File: src/rtl/core/mmc3_pkg.sv
// Shared codes and widths for the MMC3-style bank mapper.
package mmc3_pkg;

    localparam int ACTION_W = 3;
    localparam int ADDR_W   = 16;
    localparam int DATA_W   = 8;
    localparam int TARGET_W = 3;
    localparam int INDEX_W  = 19;
    localparam int CFG_IDX_W  = 3;
    localparam int CFG_DATA_W = 9;
    localparam int BANK_W   = 8;
    localparam int COUNT_W  = 9;

    localparam logic [ACTION_W-1:0] ACT_CPU_RD = 3'd0;
    localparam logic [ACTION_W-1:0] ACT_CPU_WR = 3'd1;
    localparam logic [ACTION_W-1:0] ACT_PPU_RD = 3'd2;
    localparam logic [ACTION_W-1:0] ACT_PPU_WR = 3'd3;
    localparam logic [ACTION_W-1:0] ACT_NT_MAP = 3'd4;

    localparam logic [TARGET_W-1:0] TGT_NONE    = 3'd0;
    localparam logic [TARGET_W-1:0] TGT_PRG_ROM = 3'd1;
    localparam logic [TARGET_W-1:0] TGT_PRG_RAM = 3'd2;
    localparam logic [TARGET_W-1:0] TGT_CHR_ROM = 3'd3;
    localparam logic [TARGET_W-1:0] TGT_CHR_RAM = 3'd4;
    localparam logic [TARGET_W-1:0] TGT_NAMETBL = 3'd5;

    localparam logic [2:0] REG_BANK_SEL  = 3'd0;
    localparam logic [2:0] REG_BANK_DATA = 3'd1;
    localparam logic [2:0] REG_MIRROR    = 3'd2;
    localparam logic [2:0] REG_RAM_CTRL  = 3'd3;
    localparam logic [2:0] REG_IRQ_PERIOD = 3'd4;
    localparam logic [2:0] REG_IRQ_REARM = 3'd5;
    localparam logic [2:0] REG_IRQ_OFF   = 3'd6;
    localparam logic [2:0] REG_IRQ_ON    = 3'd7;

    localparam logic [CFG_IDX_W-1:0] CFG_PRG_COUNT   = 3'd0;
    localparam logic [CFG_IDX_W-1:0] CFG_CHR_COUNT   = 3'd1;
    localparam logic [CFG_IDX_W-1:0] CFG_CHR_IS_RAM  = 3'd2;
    localparam logic [CFG_IDX_W-1:0] CFG_MIRROR_FIX  = 3'd3;
    localparam logic [CFG_IDX_W-1:0] CFG_HEADER_VERT = 3'd4;

    typedef enum logic [1:0] {
        BSRC_NONE,
        BSRC_PRG,
        BSRC_CHR,
        BSRC_CHR_INC
    } t_bank_src;

endpackage

File: src/rtl/core/mmc3_bank_mapper_irq.sv
// Bank mapper with scanline IRQ counter: one access word in, one mapping word out.
// An accepted word runs through the S_DIV steps of the 8-step shared remainder unit,
// which reduces the bank number modulo the bank count, then waits in S_OUT to load
// the output register; a new word is taken only after the last one leaves S_OUT.
// Output register holds a finished word until taken; S_OUT waits while it is full.
// Synchronous active-low reset loads power-on mapper and configuration state.
module mmc3_bank_mapper_irq #(
    parameter int MAX_PRG_BANKS = 64,
    parameter int MAX_CHR_BANKS = 256,
    parameter int A12_LOW_MIN   = 8
) (
    input  logic                               i_clk,
    input  logic                               i_rst_n,
    input  logic                               i_cfg_valid,
    output logic                               o_cfg_ready,
    input  logic [mmc3_pkg::CFG_IDX_W-1:0]     i_cfg_index,
    input  logic [mmc3_pkg::CFG_DATA_W-1:0]    i_cfg_data,
    input  logic                               i_valid,
    output logic                               o_ready,
    input  logic [mmc3_pkg::ACTION_W-1:0]      i_action,
    input  logic [mmc3_pkg::ADDR_W-1:0]        i_address,
    input  logic [mmc3_pkg::DATA_W-1:0]        i_write_value,
    output logic                               o_valid,
    input  logic                               i_ready,
    output logic [mmc3_pkg::TARGET_W-1:0]      o_target,
    output logic [mmc3_pkg::INDEX_W-1:0]       o_mem_index,
    output logic                               o_mem_write,
    output logic [mmc3_pkg::DATA_W-1:0]        o_out_value,
    output logic                               o_irq_line
);
    import mmc3_pkg::*;

    localparam int RUN_W = $clog2(A12_LOW_MIN + 1);
    localparam logic [RUN_W-1:0] RUN_MIN = RUN_W'(A12_LOW_MIN);
    localparam logic [COUNT_W-1:0] PRG_MAX = COUNT_W'(MAX_PRG_BANKS);
    localparam logic [COUNT_W-1:0] CHR_MAX = COUNT_W'(MAX_CHR_BANKS);
    localparam int STEP_W = $clog2(BANK_W);
    localparam logic [STEP_W-1:0] STEP_LAST = STEP_W'(BANK_W - 1);

    typedef enum logic [1:0] {
        S_IDLE,
        S_DIV,
        S_OUT
    } t_state;

    t_state r_state;

    // configuration
    logic [6:0]         r_prg_count;
    logic [COUNT_W-1:0] r_chr_count;
    logic               r_chr_is_ram;
    logic               r_mirror_fixed;

    // mapper state
    logic [2:0]         r_bank_select;
    logic               r_prg_layout;
    logic               r_chr_layout;
    logic [BANK_W-1:0]  r_bank_regs [8];
    logic               r_mirror_h;
    logic               r_ram_enable;
    logic               r_ram_protect;
    logic [7:0]         r_irq_period;
    logic [7:0]         r_irq_count;
    logic               r_irq_rearm;
    logic               r_irq_enable;
    logic               r_irq_flag;
    logic               r_prev_a12;
    logic [RUN_W-1:0]   r_a12_low_run;

    // item in flight
    logic [TARGET_W-1:0] r_target;
    logic                r_wr;
    logic [DATA_W-1:0]   r_value;
    logic [INDEX_W-1:0]  r_index_fix;
    logic [12:0]         r_low;
    t_bank_src           r_bsrc;

    // remainder unit
    logic [BANK_W-1:0]   r_dvd;
    logic [COUNT_W-1:0]  r_div;
    logic [COUNT_W-1:0]  r_rem;
    logic [STEP_W-1:0]   r_step;

    // output register
    logic                r_out_valid;
    logic [TARGET_W-1:0] r_out_target;
    logic [INDEX_W-1:0]  r_out_index;
    logic                r_out_write;
    logic [DATA_W-1:0]   r_out_value;
    logic                r_out_irq;

    logic               w_accept;
    logic               w_cfg_accept;
    logic               w_out_load;
    logic [COUNT_W-1:0] w_prg_raw;
    logic [COUNT_W-1:0] w_prg_n;
    logic [COUNT_W-1:0] w_chr_n;
    logic [1:0]         w_prg_slot;
    logic [2:0]         w_chr_slot;
    logic [2:0]         w_rd_addr;
    logic [BANK_W-1:0]  w_rd_data;
    logic [BANK_W-1:0]  w_prg_nm1;
    logic [BANK_W-1:0]  w_prg_nm2;
    logic [BANK_W-1:0]  n_dvd;
    logic [COUNT_W-1:0] n_div;
    t_bank_src          n_bsrc;
    logic [TARGET_W-1:0] n_target;
    logic               n_wr;
    logic [INDEX_W-1:0] n_index_fix;
    logic               w_in_pattern;
    logic [COUNT_W-1:0] w_trial;
    logic [COUNT_W-1:0] n_rem;
    logic [COUNT_W-1:0] w_inc;
    logic [BANK_W-1:0]  w_bank;
    logic [INDEX_W-1:0] n_out_index;
    logic               w_a12;
    logic               w_a12_clock;
    logic [7:0]         n_irq_count;
    logic               w_reload_hit;
    logic [2:0]         w_reg_code;

    assign o_ready      = (r_state == S_IDLE);
    assign o_cfg_ready  = (r_state == S_IDLE) && !r_out_valid && !i_valid;
    assign w_accept     = i_valid && o_ready;
    assign w_cfg_accept = i_cfg_valid && o_cfg_ready;
    assign w_out_load   = (r_state == S_OUT) && (!r_out_valid || i_ready);

    assign o_valid     = r_out_valid;
    assign o_target    = r_out_target;
    assign o_mem_index = r_out_index;
    assign o_mem_write = r_out_write;
    assign o_out_value = r_out_value;
    assign o_irq_line  = r_out_irq;

    // bank counts
    always_comb begin
        w_prg_raw = {2'b00, r_prg_count};
        if (w_prg_raw < 9'd2) begin
            w_prg_n = 9'd2;
        end else if (w_prg_raw > PRG_MAX) begin
            w_prg_n = PRG_MAX;
        end else begin
            w_prg_n = w_prg_raw;
        end
        if (r_chr_is_ram) begin
            w_chr_n = 9'd8;
        end else if (r_chr_count < 9'd1) begin
            w_chr_n = 9'd1;
        end else if (r_chr_count > CHR_MAX) begin
            w_chr_n = CHR_MAX;
        end else begin
            w_chr_n = r_chr_count;
        end
        w_prg_nm1 = BANK_W'(w_prg_n - 9'd1);
        w_prg_nm2 = BANK_W'(w_prg_n - 9'd2);
    end

    // decode of the incoming word
    always_comb begin
        w_prg_slot   = i_address[14:13];
        w_chr_slot   = i_address[12:10] ^ {r_chr_layout, 2'b00};
        w_in_pattern = (i_address < 16'h2000);
        if (i_action == ACT_CPU_RD) begin
            w_rd_addr = (w_prg_slot == 2'd1) ? 3'd7 : 3'd6;
        end else if (!w_chr_slot[2]) begin
            w_rd_addr = {2'b00, w_chr_slot[1]};
        end else begin
            w_rd_addr = w_chr_slot - 3'd2;
        end
        w_rd_data = r_bank_regs[w_rd_addr];

        n_target    = TGT_NONE;
        n_wr        = 1'b0;
        n_index_fix = '0;
        n_bsrc      = BSRC_NONE;
        n_div       = w_chr_n;
        if (!w_chr_slot[2]) begin
            n_dvd = {w_rd_data[7:1], 1'b0};
        end else begin
            n_dvd = w_rd_data;
        end

        case (i_action)
            ACT_CPU_RD: begin
                n_div = w_prg_n;
                case (w_prg_slot)
                    2'd0: n_dvd = r_prg_layout ? w_prg_nm2 : w_rd_data;
                    2'd1: n_dvd = w_rd_data;
                    2'd2: n_dvd = r_prg_layout ? w_rd_data : w_prg_nm2;
                    default: n_dvd = w_prg_nm1;
                endcase
                if (i_address[15]) begin
                    n_target = TGT_PRG_ROM;
                    n_bsrc   = BSRC_PRG;
                end else if (i_address >= 16'h6000 && r_ram_enable) begin
                    n_target    = TGT_PRG_RAM;
                    n_index_fix = {6'd0, i_address[12:0]};
                end
            end
            ACT_CPU_WR: begin
                if (!i_address[15] && i_address >= 16'h6000 && r_ram_enable
                        && !r_ram_protect) begin
                    n_target    = TGT_PRG_RAM;
                    n_index_fix = {6'd0, i_address[12:0]};
                    n_wr        = 1'b1;
                end
            end
            ACT_PPU_RD: begin
                if (w_in_pattern) begin
                    n_target = r_chr_is_ram ? TGT_CHR_RAM : TGT_CHR_ROM;
                    n_bsrc   = (!w_chr_slot[2] && w_chr_slot[0]) ? BSRC_CHR_INC : BSRC_CHR;
                end
            end
            ACT_PPU_WR: begin
                if (w_in_pattern && r_chr_is_ram) begin
                    n_target = TGT_CHR_RAM;
                    n_wr     = 1'b1;
                    n_bsrc   = (!w_chr_slot[2] && w_chr_slot[0]) ? BSRC_CHR_INC : BSRC_CHR;
                end
            end
            ACT_NT_MAP: begin
                n_target    = TGT_NAMETBL;
                n_index_fix = {8'd0, (r_mirror_h ? i_address[11] : i_address[10]),
                               i_address[9:0]};
            end
            default: begin
                n_target = TGT_NONE;
            end
        endcase
    end

    // remainder step and final index
    always_comb begin
        w_trial = {r_rem[7:0], r_dvd[BANK_W-1]};
        n_rem   = (w_trial >= r_div) ? (w_trial - r_div) : w_trial;
        w_inc   = r_rem + 9'd1;
        w_bank  = (w_inc == r_div) ? '0 : w_inc[7:0];
        case (r_bsrc)
            BSRC_PRG:     n_out_index = {r_rem[5:0], r_low};
            BSRC_CHR:     n_out_index = {1'b0, r_rem[7:0], r_low[9:0]};
            BSRC_CHR_INC: n_out_index = {1'b0, w_bank, r_low[9:0]};
            default:      n_out_index = r_index_fix;
        endcase
    end

    // scanline counter
    always_comb begin
        w_a12        = i_address[12];
        w_a12_clock  = w_a12 && !r_prev_a12 && (r_a12_low_run >= RUN_MIN);
        w_reload_hit = (r_irq_count == 8'd0) || r_irq_rearm;
        n_irq_count  = w_reload_hit ? r_irq_period : (r_irq_count - 8'd1);
        w_reg_code   = {i_address[14:13], i_address[0]};
    end

    always_ff @(posedge i_clk) begin
        if (!i_rst_n) begin
            r_state            <= S_IDLE;
            r_prg_count        <= 7'd2;
            r_chr_count        <= 9'd8;
            r_chr_is_ram       <= 1'b0;
            r_mirror_fixed     <= 1'b0;
            r_bank_select      <= '0;
            r_prg_layout       <= 1'b0;
            r_chr_layout       <= 1'b0;
            for (int i = 0; i < 8; i++) begin
                r_bank_regs[i] <= (i == 7) ? BANK_W'(1) : '0;
            end
            r_mirror_h         <= 1'b0;
            r_ram_enable       <= 1'b0;
            r_ram_protect      <= 1'b0;
            r_irq_period       <= '0;
            r_irq_count        <= '0;
            r_irq_rearm        <= 1'b0;
            r_irq_enable       <= 1'b0;
            r_irq_flag         <= 1'b0;
            r_prev_a12         <= 1'b0;
            r_a12_low_run      <= '0;
            r_out_valid        <= 1'b0;
            r_step             <= '0;
        end else begin
            if (w_out_load) begin
                r_out_valid <= 1'b1;
            end else if (r_out_valid && i_ready) begin
                r_out_valid <= 1'b0;
            end

            case (r_state)
                S_IDLE: begin
                    if (w_accept) begin
                        r_target    <= n_target;
                        r_wr        <= n_wr;
                        r_value     <= n_wr ? i_write_value : '0;
                        r_index_fix <= n_index_fix;
                        r_low       <= i_address[12:0];
                        r_bsrc      <= n_bsrc;
                        r_dvd       <= n_dvd;
                        r_div       <= n_div;
                        r_rem       <= '0;
                        r_step      <= '0;
                        r_state     <= S_DIV;

                        if (i_action == ACT_CPU_WR && i_address[15]) begin
                            case (w_reg_code)
                                REG_BANK_SEL: begin
                                    r_bank_select <= i_write_value[2:0];
                                    r_prg_layout  <= i_write_value[6];
                                    r_chr_layout  <= i_write_value[7];
                                end
                                REG_BANK_DATA: r_bank_regs[r_bank_select] <= i_write_value;
                                REG_MIRROR: begin
                                    if (!r_mirror_fixed) begin
                                        r_mirror_h <= i_write_value[0];
                                    end
                                end
                                REG_RAM_CTRL: begin
                                    r_ram_enable  <= i_write_value[7];
                                    r_ram_protect <= i_write_value[6];
                                end
                                REG_IRQ_PERIOD: r_irq_period <= i_write_value;
                                REG_IRQ_REARM:  r_irq_rearm  <= 1'b1;
                                REG_IRQ_OFF: begin
                                    r_irq_enable <= 1'b0;
                                    r_irq_flag   <= 1'b0;
                                end
                                default: r_irq_enable <= 1'b1;
                            endcase
                        end

                        if (i_action == ACT_PPU_RD && w_in_pattern) begin
                            r_prev_a12 <= w_a12;
                            if (!w_a12) begin
                                if (r_a12_low_run < RUN_MIN) begin
                                    r_a12_low_run <= r_a12_low_run + RUN_W'(1);
                                end
                            end else begin
                                r_a12_low_run <= '0;
                                if (w_a12_clock) begin
                                    r_irq_count <= n_irq_count;
                                    if (w_reload_hit) begin
                                        r_irq_rearm <= 1'b0;
                                    end
                                    if (n_irq_count == 8'd0 && r_irq_enable) begin
                                        r_irq_flag <= 1'b1;
                                    end
                                end
                            end
                        end
                    end
                end
                S_DIV: begin
                    r_rem  <= n_rem;
                    r_dvd  <= {r_dvd[BANK_W-2:0], 1'b0};
                    r_step <= r_step + STEP_W'(1);
                    if (r_step == STEP_LAST) begin
                        r_state <= S_OUT;
                    end
                end
                S_OUT: begin
                    if (w_out_load) begin
                        r_out_target <= r_target;
                        r_out_index  <= n_out_index;
                        r_out_write  <= r_wr;
                        r_out_value  <= r_value;
                        r_out_irq    <= r_irq_flag;
                        r_state      <= S_IDLE;
                    end
                end
                default: r_state <= S_IDLE;
            endcase

            if (w_cfg_accept) begin
                case (i_cfg_index)
                    CFG_PRG_COUNT:   r_prg_count    <= i_cfg_data[6:0];
                    CFG_CHR_COUNT:   r_chr_count    <= i_cfg_data;
                    CFG_CHR_IS_RAM:  r_chr_is_ram   <= i_cfg_data[0];
                    CFG_MIRROR_FIX:  r_mirror_fixed <= i_cfg_data[0];
                    CFG_HEADER_VERT: r_mirror_h     <= !i_cfg_data[0];
                    default: ;
                endcase
            end
        end
    end

endmodule
File: config.mk
export PLATFORM = sky130hd
export DESIGN_NAME = mmc3_bank_mapper_irq
export DESIGN_NICKNAME = d
export VERILOG_FILES = /design/src/rtl/core/mmc3_pkg.sv /design/src/rtl/core/mmc3_bank_mapper_irq.sv
export SDC_FILE = /design/constraint.sdc
export NUM_CORES = 1
export LEC_CHECK = 0
export ABC_AREA = 1
export BUFFER_PORTS_ARGS = -buffer_cell sky130_fd_sc_hd__buf_4
export CAP_MARGIN = 10
export CORE_MARGIN = 4
export CORE_UTILIZATION = 43
export DETAILED_ROUTE_END_ITERATION = 16
export GPL_TIMING_DRIVEN = 1
export PLACE_DENSITY = 0.59
export SLEW_MARGIN = 0
export SYNTH_ARGS = -nofsm -noshare
export SYNTH_HDL_FRONTEND = slang
export SYNTH_SLANG_ARGS = --single-unit
File: constraint.sdc
create_clock -name i_clk -period 3.5 [get_ports i_clk]
set_input_delay 0.175 -clock i_clk [delete_from_list [all_inputs] [get_ports i_clk]]
set_output_delay 0.175 -clock i_clk [all_outputs]
set_load 0.1 [all_outputs]
# After elaboration in Yosys (flattened, before gate mapping)
# Memory sizes are Yosys's and may differ from the RTL's.
# Cells that the tools add are included.
[op_classes]
addsub = 8
n_lt_le_gt_ge = 9
eq_ne = 26
mux = 82
bitwise_logic = 2
n_reduce_logical = 55
[ops]
columns = ["cell", "count"]
rows = [
  ["19-bit one-hot mux with 3 select lines", 1],
  ["8-bit 2-to-1 mux", 7],
  ["9-bit 2-to-1 mux", 6],
  ["13-bit 2-to-1 mux", 3],
  ["13-bit one-hot mux with 3 select lines", 1],
  ["1-bit 2-to-1 mux", 36],
  ["8-bit one-hot mux with 3 select lines", 1],
  ["3-bit 2-to-1 mux", 7],
  ["4-bit AND reduction", 5],
  ["3-bit by 2-bit == test with 1-bit output (second input constant)", 6],
  ["3-bit == test (second input constant)", 6],
  ["9-bit one-hot mux with 2 select lines", 1],
  ["1-bit logical AND", 17],
  ["16-bit by 15-bit >= comparator with 1-bit output (second input constant)", 1],
  ["8-bit zero test", 2],
  ["16-bit by 14-bit < comparator with 1-bit output (second input constant)", 1],
  ["2-bit 2-to-1 mux", 8],
  ["8-bit one-hot mux with 2 select lines", 1],
  ["8-bit by 1-bit subtractor with 8-bit output (second input constant)", 2],
  ["3-bit one-hot mux with 5 select lines", 1],
  ["3-bit AND reduction", 5],
  ["7-bit 2-to-1 mux", 2],
  ["2-bit one-hot mux with 3 select lines", 2],
  ["2-bit AND reduction", 6],
  ["other kinds (32)", 54],
]
[word_totals]
reg_bits = 160
mem_bits_rw = 64
in_bits = 44
wordCells = 217
memories = 1
[memory_table]
columns = ["name", "depth", "width", "rd", "rd_clocked_by_memory_dff", "wr", "line", "source"]
rows = [
  ["r_bank_regs", 8, 8, 1, 0, 8, "mmc3_bank_mapper_irq.sv:58", "logic [BANK_W-1:0] r_bank_regs [8];"],
]

# Depth between registers and ports, before layout
# Gate-level depths: netlist (run 1).
# An unclocked memory read counts as a cell.
[logic_depth]
depth_word = 10
depth_mapped = 16
ltp_nobuf = 16

# Least setup slack after synthesis (run 1)
# No wires, ideal clock.
[synth_path]
path_kind = "register to register"
startpoint = "register r_state[0]"
endpoint = "register r_bsrc[0] (enable)"
setup_time_ps = 456
arrival_ps = 3154
t_required_ps = 3044
setup_slack_ps = -110
path_stages_with_launch = 4
period_less_slack_ps = 3610
path_cell_list = "dfxtp_1 > nor2_4 > nand2_1 > nor2_1"
[synth_via]
elab_chain_len = 3
[synth_lines]
columns = ["item", "line", "source"]
rows = [
  ["start: declaration", "mmc3_bank_mapper_irq.sv:46", "t_state r_state;"],
  ["start signal: assignment", "mmc3_bank_mapper_irq.sv:257", "r_state <= S_IDLE;"],
  ["start signal: assignment", "mmc3_bank_mapper_irq.sv:300", "r_state <= S_DIV;"],
  ["start signal: assignment", "mmc3_bank_mapper_irq.sv:355", "r_state <= S_OUT;"],
  ["2-bit zero test *", "mmc3_bank_mapper_irq.sv:122", "assign o_ready = (r_state == S_IDLE);"],
  ["via o_ready", "mmc3_bank_mapper_irq.sv:19", "output logic o_ready,"],
  ["1-bit logical AND", "mmc3_bank_mapper_irq.sv:124", "assign w_accept = i_valid && o_ready;"],
  ["3-bit AND reduction (no line) *", "n/a", ""],
  ["end signal: assignment", "mmc3_bank_mapper_irq.sv:295", "r_bsrc <= n_bsrc;"],
  ["end: declaration", "mmc3_bank_mapper_irq.sv:76", "t_bank_src r_bsrc;"],
]
# Mark *: on every way through the listed nets, which the timed path passes. The rest lies on a longest branch.
# A chain may end at the register's enable or synchronous reset.

# Final worst setup path (run 1)
[layout_path]
startpoint = "register r_rem[1]"
endpoint = "register r_rem[3], data pin"
[layout_via]
elab_chain_len = 3
word_cells_on_any_way = 4
classes_between = "add/sub (1); order compare (1); mux (2)"
[layout_lines]
columns = ["item", "line", "source"]
rows = [
  ["start: declaration", "mmc3_bank_mapper_irq.sv:81", "logic [COUNT_W-1:0] r_rem;"],
  ["start signal: assignment", "mmc3_bank_mapper_irq.sv:351", "r_rem <= n_rem;"],
  ["9-bit subtractor / 9-bit >= comparator (equally long branches)", "mmc3_bank_mapper_irq.sv:235", "n_rem = (w_trial >= r_div) ? (w_trial - r_div) : w_trial;"],
  ["9-bit 2-to-1 mux *", "mmc3_bank_mapper_irq.sv:235", ""],
  ["9-bit one-hot mux with 2 select lines *", "mmc3_bank_mapper_irq.sv:287", "case (r_state)"],
]
# Every way passes the cells marked *; elsewhere a longest branch is shown, timed or not.

==> flow_summary.json, run 1 <==
{
  "clock-root-buffer": "clkbuf_16",
  "io_pins": 79,
  "post_cts_resized": 0,
  "syn-num-nets": 1211,
  "grt_pass1_wl_um": 41400,
  "dr.pass1.iters": 5,
  "drc": 0,
  "yosys.area.top_type": "edfxtp_1",
  "peakVddDrop_mv": 0.315,
  "n_antenna_cell": 0,
  "dp_hpwl_um": 18700,
  "area_delta_synth_final_pct": 20.1,
  "core_region_area_mm2": 0.0243,
  "fin_crit_sh_pct": 69.0,
  "startpoint_type": "flop",
  "ant_nets": 0,
  "yosysWarnings": 0,
  "clkSinkCount": 218,
  "htree_levels": 1,
  "track_usage_pct": 19.1,
  "end_kind": "flop",
  "die-area_mm2": 0.0273,
  "fin_tns_setup_ns": 0,
  "viasPerCell": 5.09,
  "gp_congestion": 0.882,
  "synth.distinct_cells": 48,
  "fmax_mhz": 414,
  "cts_inserted_buffers": 25,
  "placed_cells": 1531,
  "crit_required_ns": 3.74,
  "avgSynthCellArea_um2": 9.26,
  "clk_latency_ns": 0.51,
  "arrival_ns": 2.66,
  "io_buffers": 78,
  "synth_seq_cells": 218,
  "initial_core_util_pct": 43.7,
  "synth-edff-count": 162,
  "final_cell_area_mm2": 0.0128,
  "min_from": "i_cfg_index[1]",
  "r2r_end": "r_rem[3]",
  "drv_cap": 0,
  "hold_viol_final": 0,
  "leakagePower_nw": 5.26,
  "finalClockSkew_ns": 0.0128,
  "syn-instance-count": 1148,
  "grt_pass1_vias": 7975,
  "antenna_found_initial": 1,
  "drive_above_1_share_pct": 14.2,
  "yosysTopAreaCellShare_pct": 45.8,
  "critPathMaxFanout": 18,
  "dpl_cell_area_mm2": 0.0115,
  "min_period_ns": 2.42,
  "clkTransAtPathRegs_ns": 0.06,
  "report.final.slew_viol_count": 0,
  "wl_per_cell_um": 16.1,
  "final_cell_mix": "200 x nand2_1, 170 x nor2_1, 162 x edfxtp_1",
  "powerDensity_mw_per_mm2": 497,
  "tightestPinTransition_ns": 0.884,
  "final_cells": 1609,
  "yosysSeqAreaShare_pct": 56.3,
  "regToRegStartpoint": "r_rem[1]",
  "overflow": 0,
  "finalWirelength_um": 25800,
  "setup_viol": 0,
  "slew_headroom_pct": 41.1,
  "die_w_um": 165,
  "fp.dieH_um": 165,
  "syn-cell-area_mm2": 0.0106,
  "dr_total_vias": 8193,
  "worstHoldPathType": "in -> reg",
  "status": "finished clean",
  "ys_async_sr_fraction_pct": 0,
  "grt_max_degree": 50,
  "drtIter0Drc": 601,
  "hold_end": "r_chr_count[3]",
  "rsz0062_at_grt": "false",
  "r2r_slack_ns": 1.08,
  "row_count": 57,
  "cts_buffer_depth": 3,
  "hold_depth": 4,
  "cts_tree": "built",
  "final_nets": 1329,
  "path_class": "reg -> reg",
  "yosys-top-cells-area": "edfxtp_1 46%, dfxtp_1 11%, nand2_1 7.1%, nor2_1 6.0%, inv_1 4.6%",
  "mostFrequentLayoutCell": "nand2_1",
  "rr_worst_depth": 7,
  "synth_ff_type": "edfxtp_1"
}
==> state kept, by name, summed over array words and instances, names as in the netlist, 9 cells and up <==
register	count
r_index_fix	13
r_chr_count	9
o_mem_index	19
r_low	13
r_div	9
r_bank_regs	64
r_rem	9
==> stage by stage <==
stage                     utilization (%)  hold slack, ns  total power (W)  worst slack (ns)
after global placement               47.4           0.364          0.00350              1.14
after detailed placement             47.4           0.364          0.00351              1.07
after floorplan                         -           0.272          0.00333             0.695
after global routing                 52.5          0.0462          0.00659             0.761
after CTS                            52.5         0.00532          0.00640              1.06
final                                52.5          0.0219          0.00635              1.08
==> Yosys cell counts (all sizes together) (15+ instances only) <==
library cell	count
inv	137
nor2	175
clkbuf	15
xor2	16
nor3	15
o211ai	20
o21ai	92
a21oi	67
nand2	214
edfxtp	162
dfxtp	56
nand3	64
ha	18
==> cell families after synthesis <==
kind of cell / share of synthesized area, %
muxes: 1.06
adders and majority gates: 2.31
DFF: 56.3
AOI/OAI and AO/OA: 11.1
and+or+nand+nor: 20.6
buffers and inverters: 6.79
xor gates and xnor gates: 1.89
==> report_power, final <==
group,internal [W],leakage (nW),total (W),switching (W)
combinational,0.000205,2.80,0.000593,0.000388
clock,0.00182,0.440,0.00286,0.00104
sequential,0.00285,2.02,0.00289,0.0000388
total,0.00488,5.26,0.00635,0.00147
==> critical path, cell delays in order (launching register included) <==
cell	delay [ns]
edfxtp_1	0.48
ha_1	0.38
a21oi_1	0.16
o21ai_0	0.11
nand2_1	0.07
nand4_1	0.49
o21ai_0	0.38
a21oi_1	0.06
==> worst max path at each step <==
stage	start	to	slack, ns	depth (start not counted)
2_1_floorplan	r_state[0]	r_chr_count[8]	0.70	8
6_report	r_rem[1]	r_rem[3]	1.08	7
4_1_cts	r_rem[1]	r_rem[3]	1.06	7
3_5_place_dp	r_rem[1]	r_rem[3]	1.07	7
3_3_place_gp	i_action[2]	r_bank_regs[6][7]	1.14	8
5_1_grt	r_rem[1]	r_rem[5]	0.76	7
==> repair_timing <==
item,4_1_cts,5_1_grt
hold buffers,32,0
buffers inserted,0,0
endpoints found under the hold margin,49,0
==> layer usage <==
layer | GRT usage, % | wire (um)
met3 | 2.95 | 1470
met2 | 31.8 | 12100
met1 | 26.6 | 11800
met4 | 4.08 | 470
met5 | 0 | 0
==> cell type report <==
cell class / instances / area, um^2
well taps: 324 / 405
clock inverters: 16 / 246
inverters: 146 / 548
fillers: 2235 / 11600
clock buffers: 30 / 676
flip-flops and latches: 218 / 5990
multi-input cells: 757 / 3940
repair buffers: 118 / 966
Note: power is estimated with default switching activity, not from simulation.
==> inputs of run 2 (changes only) <==
--- a/config.mk
+++ b/config.mk
@@ -5,7 +5,7 @@
 export SDC_FILE = /design/constraint.sdc
 export NUM_CORES = 1
 export LEC_CHECK = 0
-export ABC_AREA = 1
+export ABC_AREA = 0
 export BUFFER_PORTS_ARGS = -buffer_cell sky130_fd_sc_hd__buf_4
 export CAP_MARGIN = 10
 export CORE_MARGIN = 4
==> constraint.sdc (replaced) <==
create_clock -name i_clk -period 2.4 [get_ports i_clk]
set_input_delay 0.12 -clock i_clk [delete_from_list [all_inputs] [get_ports i_clk]]
set_output_delay 0.12 -clock i_clk [all_outputs]
set_load 0.1 [all_outputs]
==> flow_summary.json, run 2 <==
{
  "status": "finished with violations",
  "violations": "setup timing",
  "largest_reg_flops": 64,
  "io_pins": 79,
  "io_buffers": 78,
  "clock-root-buffer": "clkbuf_16",
  "crit_chain": "buf_4 -> and4_4 -> and4_1 -> or4_4 -> nor2_4 -> a211oi_4 -> or3b_1 -> a31oi_1",
  "r2r_slack_ns": -0.11,
  "fp.dieH_um": 167,
  "avgSynthCellArea_um2": 10.9,
  "end_kind": "flop",
  "power_w": 0.00891,
  "synth_commonest_cells": "162 x edfxtp_1, 88 x and2_1, 76 x nand2_1",
  "syn-num-nets": 1062,
  "yosysSeqAreaShare_pct": 55.2,
  "area_delta_synth_final_pct": 27.0,
  "crit_required_ns": 2.76,
  "critPathMaxFanout": 5,
  "slew_headroom_pct": 56.6,
  "dpl_cell_area_mm2": 0.0124,
  "setup_viol": 2,
  "hold_viol_final": 0,
  "synth-edff-count": 162,
  "yosys.area.top_type": "edfxtp_1",
  "slowest_stage": "or4_4",
  "viasPerCell": 5.37,
  "fin_tns_setup_ns": -0.138,
  "drv_cap": 0,
  "path_class": "reg -> reg",
  "gp_congestion": 0.921,
  "syn-instance-count": 999,
  "startpoint_type": "flop",
  "core_region_area_mm2": 0.0246,
  "track_usage_pct": 19.1,
  "clk_latency_ns": 0.51,
  "mostFrequentLayoutCell": "edfxtp_1",
  "n_antenna_cell": 0,
  "grt_max_degree": 50,
  "top_register": "r_bank_regs",
  "htree_levels": 1,
  "final_cell_mix": "162 x edfxtp_1, 160 x buf_4, 87 x and2_1",
  "arrival_ns": 2.87,
  "drtIter0Drc": 641,
  "dr_total_vias": 8131,
  "die-area_mm2": 0.0278,
  "final_cell_area_mm2": 0.0138,
  "ys_async_sr_fraction_pct": 0,
  "ant_nets": 0,
  "die_w_um": 167,
  "yosysMostFrequentCell": "edfxtp_1",
  "grt_pass1_wl_um": 43500,
  "critical_path_buf_inv_count": 1,
  "cts_buffer_depth": 3,
  "path_delay_family": "simple AND/OR/NAND/NOR gates",
  "drc": 0,
  "fmax_mhz": 399,
  "clkSinkCount": 218,
  "initial_core_util_pct": 44.1,
  "wl_per_cell_um": 17.9,
  "yosys-top-cells-area": "edfxtp_1 45%, dfxtp_1 10%, and2_1 5.1%, mux2i_1 4.2%, o21ai_0 2.8%",
  "finalWirelength_um": 27100,
  "peakVddDrop_mv": 0.669,
  "synth_ff_type": "edfxtp_1",
  "synth.distinct_cells": 70,
  "min_period_ns": 2.51,
  "syn-cell-area_mm2": 0.0109,
  "rsz0062_at_grt": "true",
  "clkTransAtPathRegs_ns": 0.06,
  "antenna_found_initial": 0,
  "finalClockSkew_ns": 0.00657,
  "fin_crit_sh_pct": 104,
  "max_stage_delay_ns": 0.55,
  "tightestPinTransition_ns": 0.651,
  "cts_tree": "built",
  "synth_seq_cells": 218,
  "fin_util_pct": 56.0,
  "row_count": 57,
  "final-seq-area_mm2": 0.00599,
  "multiInputGateArea_mm2": 0.00485,
  "yosysWarnings": 0,
  "powerDensity_mw_per_mm2": 646,
  "report.final.slew_viol_count": 0,
  "leakagePower_nw": 5.19,
  "drive_above_1_share_pct": 23.3,
  "yosysTopAreaCellShare_pct": 44.8,
  "placed_cells": 1425,
  "dp_hpwl_um": 18700,
  "final_nets": 1236,
  "final_cells": 1515,
  "overflow": 0,
  "dr.pass1.iters": 7,
  "setup_slack_ns": -0.107,
  "worstHoldPathType": "in -> reg",
  "n_fill_cell": 2159,
  "grt_pass1_vias": 8003,
  "cts_inserted_buffers": 24
}
==> run 2: cell count changes after synthesis, moves of 29 or more <==
cell and delta:
and2_1 +87, clkbuf_1 +29, inv_1 -106, mux2i_1 +46, nand2_1 -124, nor2_1 -107
nor2b_1 +39
==> run 2: per-layer routing <==
layer	global-route usage, %	vias to the layer above	wire (um)
li1	-	3999	-
met1	25.8	3916	12100
met2	32.5	170	13300
met3	2.73	46	1050
met4	4.80	0	665
met5	0	-	0
==> run 2: final timing paths <==
path	cells after the start	start	endpoint
worst max-delay path	8	r_rem[1]	o_mem_index[10]
worst max register to register	8	r_rem[1]	o_mem_index[10]
worst min-delay path	3	i_write_value[1]	r_irq_period[1]
worst min register to register	0	r_target[0]	o_target[0]
==> run 2: final cells by class <==
class	count	share of cell area, %
clock buffers	27	4.59
multi-input cells	708	35.2
well taps	324	2.94
inverters	23	0.626
repair buffers	198	11.8
clock inverters	17	1.41
flip-flops and latches	218	43.5
==> run 2: worst min-delay path: cells and delay by family <==
family / cells / cell delay [ns]
buffers and inverters: 1 / 0.18
multiplexers: 1 / 0.10
AND/OR/NAND/NOR: 1 / 0.09
==> run 2: stage by stage <==
| step | setup WS (ns) | hold WS, ns |
|---|---|---|
| 6_report | -0.107 | 0.0170 |
| 2_1_floorplan | -0.294 | 0.219 |
| 5_1_grt | -0.173 | 0.0152 |
| 3_3_place_gp | -0.0124 | 0.305 |
| 3_5_place_dp | -0.0562 | 0.306 |
| 4_1_cts | -0.0200 | 0.0000313 |
==> run 2: cells by family after synthesis <==
logic type      synth area share (%)
compound gates                  12.1
xor+xnor                        1.84
fa+ha+maj                       2.26
buf+inv                         2.67
flops                           55.2
mux                             6.21
simple gates                    19.7
==> run 2: report_power, final <==
part / switching [W] / internal, W / total, W
Combinational: 0.000493 / 0.000393 / 0.000886
Sequential: 0.0000519 / 0.00414 / 0.00419
Clock: 0.00149 / 0.00233 / 0.00383
==> run 2: repair_timing <==
| item | CTS | global route |
|---|---|---|
| hold buffers | 30 | 1 |
| setup buffers | 2 | 12 |
| cloned | 1 | 0 |
| resized for setup | 4 | 33 |
| endpoints found under the hold margin | 49 | 3 |
| setup endpoints to repair | 7 | 21 |
| pin swaps | 2 | 16 |
